File: src/hdl/rbs_queue.sv
// Two-entry queue carrying set descriptors from the front end to the back end.
module rbs_queue #(
  parameter int W = 8
) (
  input  logic         clk,
  input  logic         rst,
  input  logic         push,
  input  logic [W-1:0] push_data,
  input  logic         pop,
  output logic [W-1:0] pop_data,
  output logic         empty,
  output logic         full
);

  logic [W-1:0] slot [2];
  logic         wptr;
  logic         rptr;
  logic [1:0]   fill;

  assign empty    = (fill == 2'd0);
  assign full     = (fill == 2'd2);
  assign pop_data = slot[rptr];

  always_ff @(posedge clk) begin
    if (rst) begin
      wptr <= 1'b0;
      rptr <= 1'b0;
      fill <= 2'd0;
    end else begin
      if (push && !full) wptr <= ~wptr;
      if (pop && !empty) rptr <= ~rptr;
      case ({push && !full, pop && !empty})
        2'b10:   fill <= fill + 2'd1;
        2'b01:   fill <= fill - 2'd1;
        default: fill <= fill;
      endcase
    end
  end

  always_ff @(posedge clk) begin
    if (push && !full) slot[wptr] <= push_data;
  end

endmodule

File: config.mk
export PLATFORM = sky130hd
export DESIGN_NAME = rbs_queue
export DESIGN_NICKNAME = d
export VERILOG_FILES = /design/src/hdl/rbs_queue.sv
export SDC_FILE = /design/constraint.sdc
export NUM_CORES = 1
export LEC_CHECK = 0
export BUFFER_PORTS_ARGS = -buffer_cell sky130_fd_sc_hd__buf_2
export CORE_MARGIN = 2
export CORE_UTILIZATION = 44
export DETAILED_ROUTE_END_ITERATION = 8
export PLACE_DENSITY = 0.74
export SLEW_MARGIN = 20
export SYNTH_ARGS = -nofsm -noshare
export SYNTH_HDL_FRONTEND = slang
export SYNTH_SLANG_ARGS = --single-unit
File: constraint.sdc
create_clock -name clk -period 1.4 [get_ports clk]
set_input_delay 0.14 -clock clk [delete_from_list [all_inputs] [get_ports clk]]
set_output_delay 0.14 -clock clk [all_outputs]
set_load 0.1 [all_outputs]
Word-level counts from Yosys, hierarchy flattened
Memory sizes are Yosys's and may differ from the RTL's. A register that Yosys moved wholly into a read port is not among the register bits. Index checks and enable logic that the tools add are counted.

Bits in latches: 0. Input bits: 12. Memories kept: 1. Bits in read-only memories: 0. Output and inout bits: 10. Memory bits (writable): 16. Logic and storage cells: 22. Register bits after elaboration: 4.

Memories: slot (words 2, width 8, read ports 1, clocked after memory_dff 1, write ports 1, RTL line 15) `logic [W-1:0] slot [2];`.

Muxes and demuxes: 5. Eq/ne operators: 3. Shift-type cells: 0. Divide/modulo/power cells: 0. Magnitude comparators: 0. $add $sub $neg: 2. Bitwise operators: 2. Multipliers: 0. Reductions and logical operators: 6.

Operators by type and width (count): $eq A2 B2 Y1 const B (2); $mux W1 (4); $pmux W2 S2 (1); $add A2 B1 Y2 const B (1); $eq A2 B1 Y1 const B (1); $logic_and A1 B1 Y1 (2); $logic_not A1 Y1 (2); $logic_not A2 Y1 (1); $not A1 Y1 (2); $reduce_bool A2 Y1 (1); $sub A2 B1 Y2 const B (1).

Logic depth before layout (Yosys ltp)
Gate-level depths: netlist of run 1.

Word-level depth: 5. Depth in mapped cells: 6. Gate-level depth less buffers: 6.

Worst setup path before layout of run 1
Ideal clock, no wire load.

Path kind: register to output. From: register fill[1]. To: output port empty. Data arrival time: 1.596 ns. Data required time: 1.260 ns. Stages on the path, launching flop included: 2. Path buffers: 0. Path slack: -0.336 ns. Cells stage by stage: dfxtp_1 > nor2_1.

Longest elaborated chain between the ends: 1.

Ends and longest elaborated chain: start, declared (RTL line 18) `logic [1:0] fill;`; start signal, assigned (RTL line 33) `2'b10: fill <= fill + 2'd1;`; start signal, assigned (RTL line 34) `2'b01: fill <= fill - 2'd1;`; start signal, assigned (RTL line 35) `default: fill <= fill;`; $logic_not A2 Y1 (RTL line 20) `assign empty = (fill == 2'd0);`; end, declared (RTL line 11) `output logic empty,`.

Every way passes these cells.

Worst setup path after layout of run 1
From: register fill[1]. To: register fill[1].

Longest elaborated chain between the ends: 5. Elaborated cells between the ends (all ways): 12. Those cells by class: 2 x add/sub; 3 x eq/ne; 1 x mux; 6 x reduce/logical.

Ends and longest elaborated chain: $eq A2 B2 Y1 or $logic_not A2 Y1 (tied branches) (RTL line 21, 20); $logic_not A1 Y1 (RTL line 32) `case ({push && !full, pop && !empty})`; $logic_and A1 B1 Y1 (RTL line 32); $eq A2 B1 Y1 or $eq A2 B2 Y1 (tied branches) (RTL line 32); $pmux W2 S2 or $reduce_bool A2 Y1 (tied branches).

Parallel ways exist; a longest one is shown, timed or not. A chain may end at the register's enable or synchronous reset.

==> reports/results.ini, run 1 <==
[grt]
grt_max_degree=13
antenna_found_initial=0
grt_util_all_layers_pct=15.93
grt_overflow_total=0
grt_pass1_vias=500
grt_pass1_wl_mm=2.173

[synthesis]
synth_top_area_share_pct=60.19
syn_inst=51
synth.largest_area_cell=edfxtp_1
synth_seq_cells=21
syn_nets=64
synth.avg_cell_area_um2=15.65
ys_seq_area_share_pct=72.73
syn_area_um2=798.3
synth.distinct_cells=17
yosys-top-cells-area=edfxtp_1 (60%), dfxtp_1 (13%), mux2_2 (11%)
yosys_warnings=0

[run_status]
status=finished with violations
violations=setup timing

[timing]
maxSlewHeadroom_pct=72.43
fin_ws_ns=-0.03648
period_minus_slack_ns=1.436
clock-skew-final_ns=0.003394
timing.fmax_mhz=696.1
finalHoldViolCount=0
rsz0062_at_grt=yes
drv_slew=0
finalCritPeriodShare_pct=102.6
worst_pin_slew_ns=0.4136
setup_viol=4

[layout]
final_cell_mix=edfxtp_1 (16), buf_2 (11), buf_12 (10)
area_growth_pct=59.56
final_common_cell=edfxtp_1
antenna_cells=0
nets=101
drive_above_1_share_pct=57.47

[critical_path]
crit_fanout=3
cp_num_buf_inv=0
cp_slowest_cell=dfxtp_4
crit_arrival_ns=1.67
worstPathCellList=o21a_1, ha_2, xnor2_2, or3_1, a21oi_1
timing.rr.start=fill[1]
crit_type=reg2reg
crit_start=fill[1]
critPathRequiredTime_ns=1.63
critical-path-max-stage-delay_ns=0.38
crit_path_start_kind=flip-flop
critPathTopFamily=flip-flops
endpoint_kind=flip-flop

[placed_design]
dp_hpwl_um=982.5
io_buffers=21
gp_congestion=0.6586
dp_slack_ns=-0.05407

[drt]
postRouteAntennaNets=0
vias=516
wl_per_cell_um=13.88
via_per_inst=4.607
drc=0
drtPass1Iterations=4
wirelength_mm=1.554
wl_met2_um=845
highest_layer=met4
drt_iter0_markers=3
m1WireLength_um=623
wl_met3_um=58

[clock_tree]
cts.path.max_buffers=2
cts_buffers=3
clkTransAtPathRegs_ns=0.11
clkSinkCount=21
clock-root-buffer=clkbuf_4
h-tree-depth=1
clock_latency_ns=0.30
cts_tree=built

[min_path]
min_from=push_data[7]
hp-class=in2reg

[flow_run]
maxCapViolations=0

[floorplanning]
pin_count=22
start_util_pct=46.74
die_x_um=46.60
rows=15
die_y_um=46.60
die-area_um2=2171
coreArea_um2=1708

==> area by class of cell <==
cell class / instances / area, µm²
clock buffer: 3 / 22.52
clock inverter: 1 / 5.005
fill: 109 / 434.2
inverter: 3 / 16.27
multi-input combinational: 26 / 250.2
sequential: 21 / 589.3
tap: 25 / 31.28
timing repair buffer: 33 / 359.1
==> synthesized netlist by cell type (all sizes together) <==
library cell and count:
o21a 1, nand2 1, o21ai 2, nor2 4
mux2 8, xnor2 2, xor2 1, clkbuf 1
dfxtp 5, and3 1, ha 1, a21oi 2
inv 3, edfxtp 16, or3 2, nand2b 1
==> per-layer routing <==
| metal | GRT usage (%) | vias up |
|---|---|---|
| li1 | - | 255 |
| met1 | 17.54 | 244 |
| met2 | 26.11 | 13 |
| met3 | 5.098 | 4 |
| met4 | 10.29 | 0 |
| met5 | 0 | - |
==> through the flow <==
stage | util (%) | hold WS, ns | TNS, ns | cells | instance area (µm²)
2_1_floorplan | - | 0.2027 | 0 | 51 | 814.5
3_3_place_gp | 59.85 | 0.3286 | 0 | 102 | 1022
3_5_place_dp | 59.85 | 0.3319 | -0.05407 | 102 | 1022
4_1_cts | 71.65 | 0.005533 | -0.1776 | 108 | 1224
5_1_grt | 74.58 | 0.004142 | -0.4752 | 112 | 1274
6_report | 74.58 | 0.02382 | -0.05767 | 112 | 1274
==> repair_timing <==
item | 4_1_cts | 5_1_grt
gates cloned | 0 | 0
hold buffers | 0 | 4
endpoints found under the setup margin | 9 | 9
endpoints found under the hold margin | 0 | 8
setup buffers | 2 | 0
pin swaps | 2 | 0
resized for setup | 44 | 2
==> worst paths after layout <==
check	to	slack (ns)	cells past startpoint
worst max-delay path	fill[1]	-0.04	5
worst min register to register	wptr	0.51	2
worst max register to register	fill[1]	-0.04	5
worst min-delay path	slot[1][7]	0.02	1
==> cells by family after synthesis <==
kind of cell | synth area share (%)
flops | 72.73
buf+inv | 1.880
fa+ha+maj | 1.567
compound gates | 3.449
mux | 11.29
simple gates | 5.799
xor+xnor | 3.292
==> flip-flops by register name (all words and copies together), names as in the netlist, named ones only <==
register,flops
rptr,1
fill,2
slot,16
wptr,1
Power of run 1 is left out: the tool's default activity adds up to more than one toggle a clock period on the data nets, which glitch-free logic cannot reach.
==> run 2, diff against run 1 <==
--- a/config.mk
+++ b/config.mk
@@ -8,7 +8,7 @@
 export BUFFER_PORTS_ARGS = -buffer_cell sky130_fd_sc_hd__buf_2
 export CORE_MARGIN = 2
-export CORE_UTILIZATION = 44
+export CORE_UTILIZATION = 41
 export DETAILED_ROUTE_END_ITERATION = 8
-export PLACE_DENSITY = 0.74
+export PLACE_DENSITY = 0.7
 export SLEW_MARGIN = 20
 export SYNTH_ARGS = -nofsm -noshare
==> constraint.sdc (replaced) <==
create_clock -name clk -period 1.4 [get_ports clk]
set_input_delay 0.07 -clock clk [delete_from_list [all_inputs] [get_ports clk]]
set_output_delay 0.07 -clock clk [all_outputs]
set_load 0.1 [all_outputs]
==> run 2 against run 1 <==
Against the previous run: the run now ends clean; global-route usage fell by 1.7 points; sequential share of layout area shrank 1.2 points; setup slack better by 0.038 ns; flip-flop and latch count unchanged; maximum frequency up 2.7%; worst hold slack improved by 0.14 ns; final area increased by 2.2%; critical path depth rose by 1; non-clock buffer count grew 2; register-to-register slack better by 0.04 ns; utilization shrank 1.6 points; clock skew up 0.0089 ns.
==> reports/results.ini, run 2 (synthesis gave the netlist of run 1 again) <==
[critical_path]
worst_r2r_path_depth=6
endpoint_kind=flip-flop
timing.rr.start=fill[0]
critPathRequiredTime_ns=1.64
crit_path_start_kind=flip-flop
r2r-end=fill[1]
rrSetupSlack_ns=0.002
crit_type=reg2reg
crit_arrival_ns=1.64
crit_fanout=4

[timing]
clock-skew-final_ns=0.01225
maxSlewHeadroom_pct=73.49
setup_viol=0
finalHoldViolCount=0
worst_pin_slew_ns=0.3977
period_minus_slack_ns=1.398
holdWs_ns=0.1633
timing.fmax_mhz=715.2
rsz0062_at_grt=yes
finalCritPeriodShare_pct=99.88
drv_slew=0

[floorplanning]
start_util_pct=44.77
coreArea_um2=1783
die_x_um=48.13
rows=15
die_y_um=48.13
pin_count=22
die-area_um2=2316

[min_path]
holdPathEnd=wptr
min_from=push
hp-class=in2reg
holdPathStages=4

[run_status]
status=finished clean

[clock_tree]
cts.path.max_buffers=2
cts_tree=built
cts_buffers=3
clkSinkCount=21
clkTransAtPathRegs_ns=0.13
clock-root-buffer=clkbuf_4
clock_latency_ns=0.31
h-tree-depth=1

[layout]
antenna_cells=0
nets=103
area_growth_pct=63.01
final_cell_mix=edfxtp_1 (16), buf_2 (11), dlygate4sd3_1 (9), buf_12 (9), mux2_4 (8)
finalNonFillerCells=114
final_common_cell=edfxtp_1
largest_register=slot
drive_above_1_share_pct=55.06
top_regs=slot x16, fill x2
largest_register_ffs=16

[flow_run]
maxCapViolations=0

[grt]
grt_util_all_layers_pct=14.23
grt_overflow_total=0
grt_pass1_wl_mm=2.097
antenna_found_initial=0
grt_pass1_vias=515
grt_max_degree=13

[drt]
postRouteAntennaNets=0
vias=547
via_per_inst=4.798
wl_met3_um=52
wirelength_mm=1.614
highest_layer=met4
drt_iter0_markers=1
wl_per_cell_um=14.16
drc=0
wl_met2_um=882
m1WireLength_um=646
drtPass1Iterations=2

[placed_design]
dp_cells=100
io_buffers=21
gp_congestion=0.6729
dp_hpwl_um=931.3

## run 2: final cells by class
type	count	area (µm²)
Multi-Input combinational cell	26	266.5
Fill cell	119	481.7
Tap cell	25	31.28
Clock inverter	1	5.005
Sequential cell	21	586.8
Clock buffer	3	22.52
Inverter	3	18.77
Timing Repair Buffer	35	370.4
## run 2: repair_timing
action,in CTS,in global routing
hold endpoints to repair,21,0
setup endpoints to repair,10,19
gates resized for setup,20,29
setup buffers,1,0
hold buffers,9,0
pin swaps,3,0
## run 2: worst max-delay path, stage by stage, from the launching register on
cell	delay [ns]
dfxtp_4	0.38
nand2b_4	0.16
nand2_2	0.07
ha_4	0.15
xnor2_1	0.13
or3_1	0.32
a21oi_2	0.12
## run 2: per-stage QoR
step	setup WS (ns)	setup TNS [ns]	instance area [µm²]	utilization, %
5_1_grt	-0.05087	-0.05087	1301	72.98
3_3_place_gp	0.003121	0	989.7	55.51
4_1_cts	0.01155	0	1182	66.32
6_report	0.001731	0	1301	72.98
3_5_place_dp	-0.04179	-0.04179	989.7	55.51
2_1_floorplan	0.0003239	0	814.5	-
## run 2: how the worst max path moves through the flow
| stage | from | endpoint | depth (start not counted) |
|---|---|---|---|
| after floorplan | fill[0] | fill[1] | 5 |
| after global placement | fill[0] | fill[1] | 5 |
| after detailed placement | fill[0] | fill[1] | 5 |
| after CTS | fill[0] | fill[1] | 5 |
| after global routing | fill[0] | fill[1] | 6 |
| final | fill[0] | fill[1] | 6 |
## run 2: per-layer routing
layer	up-vias	GRT usage, %
li1	260	-
met1	265	15.14
met2	18	24.00
met3	4	3.333
met4	0	11.35
met5	-	0
Power of run 2 is left out for the same reason.
